## src/design/flash_gc_victim_select_assert.svh

```systemverilog
// assertion macros shared by the victim select rtl
// needs clk and rst_n in the scope of each use
`ifndef FLASH_GC_VICTIM_SELECT_ASSERT_SVH
`define FLASH_GC_VICTIM_SELECT_ASSERT_SVH
`ifndef SYNTHESIS
`define FGVS_ASSERT_HOLDS(lbl, expr, msg) \
  lbl: assert property (@(posedge clk) disable iff (!rst_n) (expr)) else $error(msg);
`define FGVS_ASSERT_NEXT(lbl, ante, cons, msg) \
  lbl: assert property (@(posedge clk) disable iff (!rst_n) (ante) |=> (cons)) else $error(msg);
`else
`define FGVS_ASSERT_HOLDS(lbl, expr, msg)
`define FGVS_ASSERT_NEXT(lbl, ante, cons, msg)
`endif
`endif

```

## src/design/fgvs_pkg.sv

```systemverilog
// shared types and constants for the gc victim selector
// no dependencies
package fgvs_pkg;

  localparam int NUM_BLOCKS = 1024;
  localparam int BLK_W      = 10;
  localparam int PAGE_W     = 7;
  localparam int ERASE_W    = 11;
  localparam int CNT_W      = $clog2(NUM_BLOCKS + 2);
  localparam int CFG_IDX_W  = 3;
  localparam int CFG_DATA_W = 10;
  localparam int ENTRY_W    = PAGE_W + 1;

  typedef enum logic [CFG_IDX_W-1:0] {
    REG_START_BLOCK  = 3'd0,
    REG_END_BLOCK    = 3'd1,
    REG_PAGES_MAX    = 3'd2,
    REG_PASSIVE_LIM  = 3'd3,
    REG_PASSIVE_CAP  = 3'd4,
    REG_RESERVED     = 3'd5
  } cfg_reg_t;

  typedef enum logic [2:0] {
    ST_CLEAR,
    ST_IDLE,
    ST_UPDATE,
    ST_SETUP,
    ST_SCAN,
    ST_DONE
  } ctrl_state_t;

  typedef struct packed {
    logic [BLK_W-1:0]  start_block;
    logic [BLK_W-1:0]  end_block;
    logic [PAGE_W-1:0] pages_max_block;
    logic [PAGE_W-1:0] passive_limit;
    logic [BLK_W-1:0]  passive_scan_cap;
    logic [BLK_W-1:0]  reserved_blocks;
  } cfg_t;

  typedef struct packed {
    logic accept;
    logic clear_en;
    logic upd_en;
    logic setup;
    logic scan_en;
    logic finish;
  } dp_cmd_t;

  typedef struct packed {
    logic clear_last;
    logic skip;
    logic scan_end;
  } dp_sts_t;

endpackage

```

## src/design/fgvs_ctrl.sv

```systemverilog
// sequencing state machine of the gc victim selector
// depends on fgvs_pkg and the assertion header
`include "flash_gc_victim_select_assert.svh"
module fgvs_ctrl (
  input  logic               clk,
  input  logic               rst_n,
  input  logic               start,
  input  logic               in_kind,
  output logic               busy,
  output fgvs_pkg::dp_cmd_t  cmd,
  input  fgvs_pkg::dp_sts_t  sts
);
  import fgvs_pkg::*;

  ctrl_state_t state_r, state_nxt;
  // commands that own a state; finish rides along with an update
  logic [4:0]  cmd_act;
  logic        setup_skip;

  always_ff @(posedge clk) begin
    if (!rst_n) begin
      state_r <= ST_CLEAR;
    end else begin
      state_r <= state_nxt;
    end
  end

  always_comb begin
    state_nxt = state_r;
    cmd       = '0;
    case (state_r)
      ST_CLEAR: begin
        cmd.clear_en = 1'b1;
        if (sts.clear_last) state_nxt = ST_IDLE;
      end
      ST_IDLE: begin
        if (start) begin
          cmd.accept = 1'b1;
          state_nxt  = in_kind ? ST_SETUP : ST_UPDATE;
        end
      end
      ST_UPDATE: begin
        cmd.upd_en = 1'b1;
        cmd.finish = 1'b1;
        state_nxt  = ST_IDLE;
      end
      ST_SETUP: begin
        cmd.setup = 1'b1;
        state_nxt = sts.skip ? ST_DONE : ST_SCAN;
      end
      ST_SCAN: begin
        cmd.scan_en = 1'b1;
        if (sts.scan_end) state_nxt = ST_DONE;
      end
      ST_DONE: begin
        cmd.finish = 1'b1;
        state_nxt  = ST_IDLE;
      end
      default: state_nxt = ST_CLEAR;
    endcase
  end

  assign busy = (state_r != ST_IDLE);

  assign cmd_act    = {cmd.accept, cmd.clear_en, cmd.upd_en, cmd.setup, cmd.scan_en};
  assign setup_skip = (state_r == ST_SETUP) && sts.skip;

  `FGVS_ASSERT_HOLDS(a_one_cmd, $onehot0(cmd_act), "more than one datapath command")
  `FGVS_ASSERT_NEXT(a_skip_done, setup_skip, state_r == ST_DONE, "skip did not go to done")
  `FGVS_ASSERT_NEXT(a_finish_idle, cmd.finish, !busy, "not idle after finish")

endmodule

```

## config.mk

```make
export PLATFORM = sky130hd
export DESIGN_NAME = fgvs_ctrl
export DESIGN_NICKNAME = d
export VERILOG_FILES = /design/src/design/fgvs_pkg.sv /design/src/design/fgvs_ctrl.sv
export VERILOG_INCLUDE_DIRS = /design/src /design/src/design
export SDC_FILE = /design/constraint.sdc
export NUM_CORES = 1
export LEC_CHECK = 0
export ABC_AREA = 0
export BUFFER_PORTS_ARGS = -buffer_cell sky130_fd_sc_hd__buf_2
export CAP_MARGIN = 20
export CORE_AREA = 2 2 39 41
export DETAILED_ROUTE_END_ITERATION = 7
export DIE_AREA = 0 0 41 43
export GPL_TIMING_DRIVEN = 0
export SYNTH_ARGS = -nofsm -noshare
export SYNTH_HDL_FRONTEND = slang
export SYNTH_SLANG_ARGS = --single-unit
export TNS_END_PERCENT = 30
```

## constraint.sdc

```tcl
create_clock -name clk -period 1.3 [get_ports clk]
set_clock_uncertainty 0.1 [all_clocks]
set_input_delay 0.195 -clock clk [delete_from_list [all_inputs] [get_ports clk]]
set_output_delay 0.195 -clock clk [all_outputs]
set_load 0.05 [all_outputs]
```

==> results.ini <==
[power]
p_clk_share_pct = 41.8
p_leak_nw = 0.190
internal_power_mw = 0.268
seq_power_share_pct = 26.9
switching_share_pct = 32.6
p_sw_mw = 0.130
power_frac_comb_pct = 31.3
ir_worst_vdd_mv = 0.436
power_density_mw_per_mm2 = 951

[sta]
fin_ws_ps = -133
max_freq_ghz = 0.698
fin_setup_tns_ps = -544
finalSetupViolations = 7
worst_pin_slew_ps = 248
finalHoldViolations = 0
drv_slew = 0
fin_crit_ps = 1430
slew-limit-headroom_pct = 83.6
rsz0062_at_grt = true
fin_crit_sh_pct = 110

[detailed_routing]
antenna_left = 0
viasPerCell = 4.09
drc = 0
drt_first_pass_iters = 2
drt_iter0_markers = 1
vias = 237
wire_per_inst_um = 9.88
wl_um = 573

[cts]
clock-sinks = 3
cts-root-buf = clkbuf_4
cts_buffers = 3
cts.clk_slew.worst_paths_ps = 40
clockBufferDepth = 2
clk_latency_ps = 230
cts_tree = yes
htreeDepth = 1

[layout]
drive_gt1_share_pct = 69.0
antennaDiodeCount = 0
top_register = state_r
fillerInstances = 149
area_growth_pct = 110
largestRegisters = state_r (3)
fin_util_pct = 30.2
nets = 50
final-seq-area_um2 = 67.6
largest_reg_flops = 3
multi_input_area_um2 = 153
fin_area_um2 = 418

[min_path]
min_from = rst_n
hold_path.class = in2reg
min_path_cells = 2
holdPathEnd = state_r[2]

[synth]
synth_seq_cells = 3
syn_inst = 22
synth.area.top_cells = dfxtp_1 (30%), and4bb_4 (8.2%), and2_1 (6.3%)
avgSynthCellArea_um2 = 9.04
yosys-top-cells-count = dfxtp_1 (3), and2_1 (2), nor2b_1 (2)
syn_nets = 29
synthArstFlopShare_pct = 0
synth_top_area_share_pct = 30.2
ys_types = 18
ys_seq_area_share_pct = 30.2
synthFlopType = dfxtp_1
syn-cell-area_um2 = 199
yosys.area.top_type = dfxtp_1
yosysMostFrequentCell = dfxtp_1
synth_edf_count = 0
yosys_warnings = 0

[critical_path]
required_ps = 1000
reg2regPathDepth = 6
cp-end-kind = primary output
crit_type = reg2out
r2r_slack_ps = -10
r2r_end = state_r[0]
cp-start-kind = flop
worst-path-max-fanout = 7
r2r_start = state_r[2]
arrival_ps = 1140

[outcome]
run_status = finished with violations
violations = negative setup slack

[global_routing]
grt_pass1_vias = 210
grt_pass1_wl_um = 821
antenna_found_initial = 0
gr-total-overflow = 0
grt_max_degree = 9
grt_util_all_layers_pct = 7.22

[floorplan]
initial_core_util_pct = 14.4
num_rows = 14
fp.dieH_um = 43
fp.dieArea_mm2 = 0.00176
core_area_mm2 = 0.00138
chipWidth_um = 41
io_pins = 14

[placement]
place.gp.congestion = 0.629
postPlaceCellArea_um2 = 310
io_buffers = 13

[run]
max_cap_viol_count = 0

layout by cell type, fill, tap and decap left out:
cell / n
a22oi_1: 1
and2_1: 1
and2_4: 2
and3_1: 1
and4bb_4: 1
buf_2: 7
buf_4: 3
buf_6: 4
buf_8: 3
clkbuf_1: 1
clkbuf_4: 3
dfxtp_1: 1
dfxtp_4: 2
inv_1: 1
mux2i_1: 1
nand2_1: 1
nand2b_1: 1
nor2_1: 1
nor2b_1: 1
nor2b_2: 1
nor3_2: 1
nor3b_4: 1
o21a_1: 1
o21ai_0: 1
o21bai_4: 1
worst max-delay path, stage by stage, from the launching register on:
cell and delay [ps]:
dfxtp_1 300, buf_6 130, nor3b_4 170, o21bai_4 140, buf_6 170
per-stage QoR:
stage,worst slack (ps),total power [mW],hold WS (ps),cells
CTS,-152,0.400,84.5,55
global placement,-76.3,0.206,326,51
detailed placement,-84.1,0.207,331,51
finish,-133,0.398,93.3,58
global route,-177,0.420,94.3,58
floorplan,-234,0.182,213,22
worst max path at each step:
stage / start / end / slack [ps] / cells after the start
after detailed placement: state_r[0] / cmd[2] / -80 / 3
final: state_r[2] / cmd[0] / -130 / 4
after CTS: state_r[2] / cmd[0] / -150 / 4
after floorplan: state_r[2] / cmd[0] / -230 / 3
after global routing: state_r[2] / cmd[0] / -180 / 4
after global placement: state_r[0] / cmd[2] / -80 / 3
what timing repair did:
item,CTS,global route
hold buffers,0,0
resized for setup,15,5
buffers inserted,0,3
endpoints found under the setup margin,7,7
routing by layer:
metal | vias to the layer above | routed length (um) | track usage [%] | part of all wire (%)
li1 | 119 | - | - | -
met4 | 0 | 0 | 6.00 | 0
met2 | 9 | 283 | 8.13 | 49
met3 | 0 | 47 | 3.14 | 8.2
met5 | - | 0 | 0 | 0
met1 | 109 | 242 | 9.94 | 42
final cells by class:
type | instances | area share (%)
plain buffers | 1 | 2.69
multi-input cells | 17 | 36.5
well taps | 16 | 4.79
flip-flops and latches | 3 | 16.2
inverters | 1 | 0.898
repair buffers | 16 | 32.6
clock buffers | 4 | 6.29
logic make-up (layout without fill, tap and decap cells):
family / Yosys count / after routing / share of synthesized area [%]
DFF: 3 / 3 / 30.2
and+or+nand+nor: 12 / 12 / 43.4
muxes: 1 / 1 / 5.03
buffers and inverters: 2 / 22 / 7.54
AOI/OAI and AO/OA: 4 / 4 / 13.8
power groups by stage:
stage | Sequential (mW) | Clock, mW | Combinational, mW
detailed placement | 0.108 | 0 | 0.0992
global route | 0.108 | 0.180 | 0.132
floorplan | 0.106 | 0 | 0.0760
CTS | 0.107 | 0.175 | 0.118
finish | 0.107 | 0.166 | 0.125
global placement | 0.108 | 0 | 0.0986
No activity file was read; power rests on OpenSTA's default activity.
