### src/design/flash_gc_victim_select_assert.svh
// assertion macros shared by the victim select rtl
// needs clk and rst_n in the scope of each use
`ifndef FLASH_GC_VICTIM_SELECT_ASSERT_SVH
`define FLASH_GC_VICTIM_SELECT_ASSERT_SVH
`ifndef SYNTHESIS
`define FGVS_ASSERT_HOLDS(lbl, expr, msg) \
  lbl: assert property (@(posedge clk) disable iff (!rst_n) (expr)) else $error(msg);
`define FGVS_ASSERT_NEXT(lbl, ante, cons, msg) \
  lbl: assert property (@(posedge clk) disable iff (!rst_n) (ante) |=> (cons)) else $error(msg);
`else
`define FGVS_ASSERT_HOLDS(lbl, expr, msg)
`define FGVS_ASSERT_NEXT(lbl, ante, cons, msg)
`endif
`endif

### src/design/fgvs_pkg.sv
// shared types and constants for the gc victim selector
// no dependencies
package fgvs_pkg;

  localparam int NUM_BLOCKS = 1024;
  localparam int BLK_W      = 10;
  localparam int PAGE_W     = 7;
  localparam int ERASE_W    = 11;
  localparam int CNT_W      = $clog2(NUM_BLOCKS + 2);
  localparam int CFG_IDX_W  = 3;
  localparam int CFG_DATA_W = 10;
  localparam int ENTRY_W    = PAGE_W + 1;

  typedef enum logic [CFG_IDX_W-1:0] {
    REG_START_BLOCK  = 3'd0,
    REG_END_BLOCK    = 3'd1,
    REG_PAGES_MAX    = 3'd2,
    REG_PASSIVE_LIM  = 3'd3,
    REG_PASSIVE_CAP  = 3'd4,
    REG_RESERVED     = 3'd5
  } cfg_reg_t;

  typedef enum logic [2:0] {
    ST_CLEAR,
    ST_IDLE,
    ST_UPDATE,
    ST_SETUP,
    ST_SCAN,
    ST_DONE
  } ctrl_state_t;

  typedef struct packed {
    logic [BLK_W-1:0]  start_block;
    logic [BLK_W-1:0]  end_block;
    logic [PAGE_W-1:0] pages_max_block;
    logic [PAGE_W-1:0] passive_limit;
    logic [BLK_W-1:0]  passive_scan_cap;
    logic [BLK_W-1:0]  reserved_blocks;
  } cfg_t;

  typedef struct packed {
    logic accept;
    logic clear_en;
    logic upd_en;
    logic setup;
    logic scan_en;
    logic finish;
  } dp_cmd_t;

  typedef struct packed {
    logic clear_last;
    logic skip;
    logic scan_end;
  } dp_sts_t;

endpackage

### src/design/fgvs_cfg_regs.sv
// configuration register file of the gc victim selector
// depends on fgvs_pkg
module fgvs_cfg_regs (
  input  logic                         clk,
  input  logic                         rst_n,
  input  logic                         cfg_valid,
  output logic                         cfg_ready,
  input  logic [fgvs_pkg::CFG_IDX_W-1:0]  cfg_index,
  input  logic [fgvs_pkg::CFG_DATA_W-1:0] cfg_data,
  output fgvs_pkg::cfg_t               cfg
);
  import fgvs_pkg::*;

  cfg_t cfg_r;

  assign cfg_ready = 1'b1;
  assign cfg       = cfg_r;

  always_ff @(posedge clk) begin
    if (!rst_n) begin
      cfg_r.start_block      <= BLK_W'(0);
      cfg_r.end_block        <= BLK_W'(1023);
      cfg_r.pages_max_block  <= PAGE_W'(64);
      cfg_r.passive_limit    <= PAGE_W'(3);
      cfg_r.passive_scan_cap <= BLK_W'(200);
      cfg_r.reserved_blocks  <= BLK_W'(2);
    end else if (cfg_valid) begin
      case (cfg_reg_t'(cfg_index))
        REG_START_BLOCK: cfg_r.start_block      <= cfg_data[BLK_W-1:0];
        REG_END_BLOCK:   cfg_r.end_block        <= cfg_data[BLK_W-1:0];
        REG_PAGES_MAX:   cfg_r.pages_max_block  <= cfg_data[PAGE_W-1:0];
        REG_PASSIVE_LIM: cfg_r.passive_limit    <= cfg_data[PAGE_W-1:0];
        REG_PASSIVE_CAP: cfg_r.passive_scan_cap <= cfg_data[BLK_W-1:0];
        REG_RESERVED:    cfg_r.reserved_blocks  <= cfg_data[BLK_W-1:0];
        default: ;
      endcase
    end
  end

endmodule

### config.mk
export PLATFORM = sky130hd
export DESIGN_NAME = fgvs_cfg_regs
export DESIGN_NICKNAME = d
export VERILOG_FILES = /design/src/design/flash_gc_victim_select_assert.svh /design/src/design/fgvs_pkg.sv /design/src/design/fgvs_cfg_regs.sv
export SDC_FILE = /design/constraint.sdc
export NUM_CORES = 1
export LEC_CHECK = 0
export BUFFER_PORTS_ARGS = -buffer_cell sky130_fd_sc_hd__buf_2
export CORE_ASPECT_RATIO = 0.5
export CORE_MARGIN = 10
export CORE_UTILIZATION = 44
export DETAILED_ROUTE_END_ITERATION = 8
export HOLD_SLACK_MARGIN = 0.1
export PLACE_DENSITY = 0.75
export SYNTH_ARGS = -nofsm -noshare
export SYNTH_HDL_FRONTEND = slang
export SYNTH_SLANG_ARGS = --single-unit
export TNS_END_PERCENT = 5
### constraint.sdc
create_clock -name clk -period 1.1 [get_ports clk]
set_input_delay 0.22 -clock clk [delete_from_list [all_inputs] [get_ports clk]]
set_output_delay 0.22 -clock clk [all_outputs]
set_load 0.01 [all_outputs]
==> tab_implementation.tex, run 1 <==
\begin{tabular}{lr}
\hline
Metric & Value \\
\hline
\multicolumn{2}{l}{\textbf{Clock tree}} \\
Max H-tree Level & 2 \\
Number of hold buffers added after CTS & 0 \\
Clock sink count & between 50 and 60 \\
Skew-Pair Late Insertion Delay & 0.30 ns \\
Buffers inserted by post-CTS timing repair & 0 \\
CTS-repair resized insts & 0 \\
Root Buffer Master & sky130\_fd\_sc\_hd\_\_clkbuf\_8 \\
Max clock buf depth & 2 \\
TritonCTS clock tree & yes \\
Clock buffers created by TritonCTS & 5 \\
Clock transition time at the flip-flop clock pins of the worst setup and hold paths & about 0.09 ns \\
\multicolumn{2}{l}{\textbf{STA}} \\
Final worst path period share & a little over nine tenths \\
Final setup viols & 0 \\
Final Hold Violating Endpoints & 0 \\
Time the worst path needs with I/O delays and setup & around 1.0 ns \\
Hold Slack & between 0.15 and 0.2 ns \\
Setup TNS Final & 0 ns \\
Clk\_skew & 0 ns \\
Count of final max-slew check failures & 0 \\
Setup repair after global routing missed its margin & no \\
Smallest setup slack after layout & about 0.06 ns \\
Highest Clock Rate & roughly 960 MHz \\
\multicolumn{2}{l}{\textbf{Min path}} \\
Min-Delay Path Class & in -> reg \\
Worst Hold Depth & 3 \\
\multicolumn{2}{l}{\textbf{Synth}} \\
Share of cell area taken by muxes after synthesis & around 25\% \\
Synth Area in XOR/XNOR & 0\% \\
Yosys warnings & 0 \\
Dominant combinational cell family by area after synthesis & multiplexers \\
Proportion of netlist area held by the largest area contributor & 50.9\% \\
Synth top area cells & sky130\_fd\_sc\_hd\_\_dfxtp\_1 (51\%), sky130\_fd\_sc\_hd\_\_mux2i\_1 (25\%), sky130\_fd\_sc\_hd\_\_nand2\_1 (8.3\%) \\
Number of nets in the synthesized netlist & about 220 \\
Cells after Synth & approximately 210 \\
Sequential share of the synthesized area & between 50\% and 60\% \\
Compound-cell area share of the yosys netlist & 0\% \\
Library cell occupying the most area in the post-synthesis netlist & sky130\_fd\_sc\_hd\_\_dfxtp\_1 \\
Adder-cell area share of the yosys netlist & 0\% \\
Average cell area after synthesis & around 10 µm² \\
Area of the mapped netlist & 0.00212 mm² \\
Distinct cell type count of the synthesized netlist & 13 \\
Simple-gate share of the synthesized area & 20.2\% \\
Flop and latch count out of synthesis & 54 \\
\multicolumn{2}{l}{\textbf{Place}} \\
DP HPWL & approximately 4200 µm \\
Post-placement worst setup slack & -0.196 ns \\
Count of buffers from port buffering & 69 \\
Area after DPL & roughly 0.0027 mm² \\
Routability-driven placement congestion ratio & around 0.76 \\
\multicolumn{2}{l}{\textbf{Setup path}} \\
Number of cells on the critical path & 1 \\
Max Fanout on Critical Path & 2 \\
Delay of the slowest critical-path stage & $\sim$0.36 ns \\
Worst-path cell with the longest stage delay & sky130\_fd\_sc\_hd\_\_dfxtp\_1 \\
Critical path buffers and inverters & 1 \\
Ordered cell list for the critical path & buf\_2 \\
Data arrival at the endpoint of the critical path & 0.82 ns \\
Worst endpoint required time & 0.88 ns \\
Delay-heaviest family, CP & flip-flops \\
Category of the critical setup timing path & reg -> out \\
R2R cell count & 2 \\
Type of destination of the critical path & output pin \\
Worst Setup Start Kind & flop \\
\multicolumn{2}{l}{\textbf{GRT}} \\
GR met1 Demand/Resource & roughly 15\% \\
Met2 Track Usage GR & 22.1\% \\
Aggregate global routing overflow & 0 \\
Met3 capacity usage during global routing & $\sim$4.8\% \\
Pin count of the biggest net entering global routing & 23 \\
Via count of the first global-routing pass & 1,691 \\
GRT Total Usage & between 10\% and 20\% \\
GRT busiest layer & met2 \\
Number of antenna violations at the first check in global routing & 0 \\
First-pass GRT wire length & between 8000 and 9000 µm \\
\multicolumn{2}{l}{\textbf{Die}} \\
IO Count & 71 \\
Width of the die & $\sim$120 µm \\
Die H & 69.1 µm \\
Overall die area & $\sim$0.0082 mm² \\
Core Region & $\sim$0.0045 mm² \\
Placement row count & 17 \\
Initial standard-cell utilization of the core & a little under half \\
\multicolumn{2}{l}{\textbf{Final layout}} \\
Register cell area after layout & around 0.0011 mm² \\
FILL cells & just under 400 \\
End-of-flow core utilization & approximately 62\% \\
Antenna diode count & 0 \\
Growth of design area from synthesis to finish & 32.1\% \\
Total Nets Final & 300 \\
Total area of multi-input combinational cells & a little under 0.001 mm² \\
Flip-flop count of the largest register after layout & 54 \\
Share of layout cells above drive strength 1 & 34.4\% \\
Post-layout instance area & approximately 0.0028 mm² \\
\multicolumn{2}{l}{\textbf{Pwr}} \\
Power Dens Cells & around 1400 mW/mm² \\
Switching share of power & between 20\% and 30\% \\
Worst-case vdd ir drop & roughly 750 µV \\
Switching power total & roughly 0.84 mW \\
Register share of total power & 50.8\% \\
Cell internal pwr & 3.13 mW \\
Comb power frac & between 8 and 9\% \\
Clk pwr share & 40.3\% \\
LEAKAGE & 1.40 nW \\
\multicolumn{2}{l}{\textbf{Run}} \\
\# Max-Cap Violations & 0 \\
\multicolumn{2}{l}{\textbf{Route}} \\
Detailed router's first-iteration violation count & 72 \\
Detailed Routing Iterations Pass 1 & 4 \\
Total vias in the final route & 1,645 \\
\# DRC & 0 \\
Detail Route Antenna Nets & 0 \\
Routed vias/inst & 4.69 \\
Routed len/inst & 15.7 µm \\
Drt total wl & 5500 µm \\
\multicolumn{2}{l}{\textbf{Outcome}} \\
Run status & finished, final reports clean \\
\hline
\end{tabular}
-- layer usage --
| layer | up-vias | share of wire, % |
|---|---|---|
| met5 | - | 0 |
| met4 | 0 | 0.84 |
| met3 | 7 | 6.9 |
| met2 | 39 | 48 |
| met1 | 768 | 44 |
| li1 | 831 | - |
-- Yosys cell counts, drive strengths merged --
cell type / number
buf: 7
clkbuf: 8
mux2i: 54
conb: 1
nor2b: 27
nor4bb: 2
nand4b: 2
nand2: 47
or4b: 1
dfxtp: 54
nand4bb: 2
and4bb: 1
-- power groups by stage --
stage	clock, mW	combinational, mW	sequential [mW]
3_5_place_dp	0	0.355	2.06
2_1_floorplan	0	0.161	2.08
3_3_place_gp	0	0.347	2.06
5_1_grt	1.71	0.383	2.03
4_1_cts	1.63	0.357	2.02
6_report	1.60	0.355	2.02
-- worst min-delay path, delay by kind of cell --
family,cells,cell delay (ns)
buffers and inverters,1,0.08
AND/OR/NAND/NOR,1,0.05
multiplexers,1,0.10
-- layout by cell type (no fill, tap or decap), types with 2 or more instances in the layout --
| master | netlist | final |
|---|---|---|
| sky130_fd_sc_hd__buf_12 | 0 | 3 |
| sky130_fd_sc_hd__buf_2 | 5 | 69 |
| sky130_fd_sc_hd__buf_4 | 2 | 14 |
| sky130_fd_sc_hd__bufinv_16 | 0 | 2 |
| sky130_fd_sc_hd__clkbuf_8 | 0 | 6 |
| sky130_fd_sc_hd__dfxtp_1 | 54 | 54 |
| sky130_fd_sc_hd__mux2i_1 | 54 | 54 |
| sky130_fd_sc_hd__nand2_1 | 47 | 47 |
| sky130_fd_sc_hd__nand4b_1 | 2 | 2 |
| sky130_fd_sc_hd__nand4bb_1 | 2 | 2 |
| sky130_fd_sc_hd__nor2b_1 | 27 | 27 |
| sky130_fd_sc_hd__nor4bb_2 | 0 | 2 |
-- through the flow --
step           power, mW  std cells
2_1_floorplan       2.25        206
3_3_place_gp        2.41        343
3_5_place_dp        2.42        343
4_1_cts             4.01        351
5_1_grt             4.12        351
6_report            3.98        351
-- path summary, 6_finish.rpt --
kind	start	to	slack [ns]
min reg2reg	cfg[29]	cfg[29]	0.46
max	cfg[1]	cfg[1]	0.06
min	cfg_data[3]	cfg[13]	0.18
max reg2reg	cfg[40]	cfg[40]	0.45
-- cells by family after synthesis --
logic type	count (synthesis)
and+or+nand+nor	82
buffers and inverters	15
muxes	54
other	1
DFF	54
-- cell type report --
class / count / share of cell area (%)
clock inverter: 2 / 2.14
clock buffer: 6 / 2.94
sequential: 54 / 38.5
multi-input combinational: 137 / 35.2
timing repair buffer: 86 / 18.2
tap: 66 / 2.94
Note: power is estimated with default switching activity, not from simulation.
==> run 2, diff against run 1 <==
--- a/config.mk
+++ b/config.mk
@@ -11,6 +11,7 @@
 export CORE_UTILIZATION = 44
 export DETAILED_ROUTE_END_ITERATION = 8
 export HOLD_SLACK_MARGIN = 0.1
+export MAX_ROUTING_LAYER = met4
 export PLACE_DENSITY = 0.75
 export SYNTH_ARGS = -nofsm -noshare
 export SYNTH_HDL_FRONTEND = slang
==> tab_implementation.tex, run 2 (same netlist as run 1, synthesis figures left out) <==
\begin{tabular}{lr}
\hline
Metric & Value \\
\hline
\multicolumn{2}{l}{\textbf{Die}} \\
Core Region & 0.00453 mm² \\
Placement row count & 17 \\
Die H & 69.1 µm \\
IO Count & 71 \\
Initial standard-cell utilization of the core & between 40 and 50\% \\
Width of the die & around 120 µm \\
Overall die area & 0.00817 mm² \\
\multicolumn{2}{l}{\textbf{Clock tree}} \\
Clock buffers created by TritonCTS & 5 \\
TritonCTS clock tree & yes \\
Buffers inserted by post-CTS timing repair & 0 \\
Max H-tree Level & 2 \\
Root Buffer Master & sky130\_fd\_sc\_hd\_\_clkbuf\_8 \\
CTS-repair resized insts & 0 \\
Skew-Pair Late Insertion Delay & roughly 0.3 ns \\
Max clock buf depth & 2 \\
Clock sink count & between 50 and 60 \\
Number of hold buffers added after CTS & 0 \\
Clock transition time at the flip-flop clock pins of the worst setup and hold paths & roughly 0.090 ns \\
\multicolumn{2}{l}{\textbf{Setup path}} \\
Worst reg2reg endpoint & cfg[40] \\
CP Launch Point & cfg[1] \\
Delay of the slowest critical-path stage & 0.36 ns \\
Worst-path cell with the longest stage delay & sky130\_fd\_sc\_hd\_\_dfxtp\_1 \\
Critical register-to-register path startpoint & cfg[40] \\
Number of cells on the critical path & 1 \\
Crit path to & cfg[1] \\
Critical path buffers and inverters & 1 \\
Category of the critical setup timing path & reg -> out \\
Data arrival at the endpoint of the critical path & between 0.8 and 0.9 ns \\
Max Fanout on Critical Path & 2 \\
Delay-heaviest family, CP & flip-flops \\
R2R cell count & 2 \\
Type of destination of the critical path & output pin \\
R2r setup slk & 0.45 ns \\
Worst Setup Start Kind & flop \\
Worst endpoint required time & approximately 0.88 ns \\
Ordered cell list for the critical path & buf\_2 \\
\multicolumn{2}{l}{\textbf{Pwr}} \\
LEAKAGE & approximately 1.4 nW \\
Total design power & 3.98 mW \\
Power Dens Cells & $\sim$1400 mW/mm² \\
Worst-case vdd ir drop & 752 µV \\
\multicolumn{2}{l}{\textbf{GRT}} \\
GRT Total Usage & a little over an eighth \\
First-pass GRT wire length & 8780 µm \\
Aggregate global routing overflow & 0 \\
Via count of the first global-routing pass & around 1,700 \\
Pin count of the biggest net entering global routing & 23 \\
Number of antenna violations at the first check in global routing & 0 \\
\multicolumn{2}{l}{\textbf{STA}} \\
Final worst path period share & approximately 95\% \\
Clk\_skew & 0 ns \\
Setup repair after global routing missed its margin & no \\
Final Hold Violating Endpoints & 0 \\
Count of final max-slew check failures & 0 \\
Setup TNS Final & 0 ns \\
Highest Clock Rate & between 900 and 1000 MHz \\
Time the worst path needs with I/O delays and setup & 1.04 ns \\
Smallest setup slack after layout & 0.0586 ns \\
Final setup viols & 0 \\
\multicolumn{2}{l}{\textbf{Final layout}} \\
Post-layout instance area & 0.00281 mm² \\
Share of layout cells above drive strength 1 & about a third \\
End-of-flow core utilization & 61.9\% \\
Highest-count cells in the layout ignoring fill and taps & sky130\_fd\_sc\_hd\_\_buf\_2 (69), sky130\_fd\_sc\_hd\_\_mux2i\_1 (54), sky130\_fd\_sc\_hd\_\_dfxtp\_1 (54), sky130\_fd\_sc\_hd\_\_nand2\_1 (47), sky130\_fd\_sc\_hd\_\_nor2b\_1 (27) \\
Most frequent standard cell in the layout excluding fill and tap cells & sky130\_fd\_sc\_hd\_\_buf\_2 \\
Total Nets Final & 300 \\
Antenna diode count & 0 \\
Growth of design area from synthesis to finish & 32.1\% \\
Flip-flop count of the largest register after layout & 54 \\
\multicolumn{2}{l}{\textbf{Place}} \\
DP HPWL & 4230 µm \\
Count of buffers from port buffering & 69 \\
Area after DPL & around 0.0027 mm² \\
Routability-driven placement congestion ratio & $\sim$0.77 \\
Post-placement worst setup slack & -0.196 ns \\
\multicolumn{2}{l}{\textbf{Route}} \\
Routed len/inst & between 15 and 20 µm \\
Routed vias/inst & about 4.7 \\
Total vias in the final route & around 1,600 \\
Drt total wl & $\sim$5500 µm \\
Detailed Routing Iterations Pass 1 & 4 \\
Detail Route Antenna Nets & 0 \\
\# DRC & 0 \\
Detailed router's first-iteration violation count & 75 \\
\multicolumn{2}{l}{\textbf{Run}} \\
\# Max-Cap Violations & 0 \\
\multicolumn{2}{l}{\textbf{Outcome}} \\
Run status & finished, final reports clean \\
\multicolumn{2}{l}{\textbf{Min path}} \\
Min-Delay Path Class & in -> reg \\
\hline
\end{tabular}
-- run 2: cell counts in the layout (fill, tap and decap cells not counted) --
No cell type changed its count.
-- run 2: per-layer routing --
layer / part of all wire, % / GRT usage [%] / vias to the layer above
li1: - / - / 831
met1: 44 / 15.2 / 768
met2: 48 / 22.1 / 37
met3: 6.2 / 4.29 / 7
met4: 1.1 / 4.45 / 0
met5: 0 / - / -
-- run 2: worst min path at each step --
stage	slack, ns	end	depth (start not counted)	from
2_1_floorplan	0.38	cfg[51]	2	cfg_data[7]
3_3_place_gp	0.44	cfg[31]	2	cfg[31]
3_5_place_dp	0.45	cfg[29]	2	cfg[29]
4_1_cts	0.18	cfg[13]	3	cfg_data[3]
5_1_grt	0.20	cfg[7]	3	cfg_data[7]
6_report	0.18	cfg[13]	3	cfg_data[3]
-- run 2: stage by stage --
stage	hold WS, ns	std cells
6_report	0.183	351
5_1_grt	0.204	351
4_1_cts	0.183	351
3_5_place_dp	0.448	343
3_3_place_gp	0.442	343
2_1_floorplan	0.381	206
-- run 2: cell type report --
class	instances	area (µm²)
clock buffers	6	82.6
repair buffers	86	510
fillers	394	1730
well taps	66	82.6
multi-input cells	137	988
clock inverters	2	60.1
flip-flops and latches	54	1080
-- run 2: where the power goes --
| group | internal (mW) | switching, mW | leakage (nW) |
|---|---|---|---|
| Combinational | 0.165 | 0.189 | 0.889 |
| Clock | 0.970 | 0.633 | 0.0714 |
| Sequential | 2.00 | 0.0219 | 0.438 |
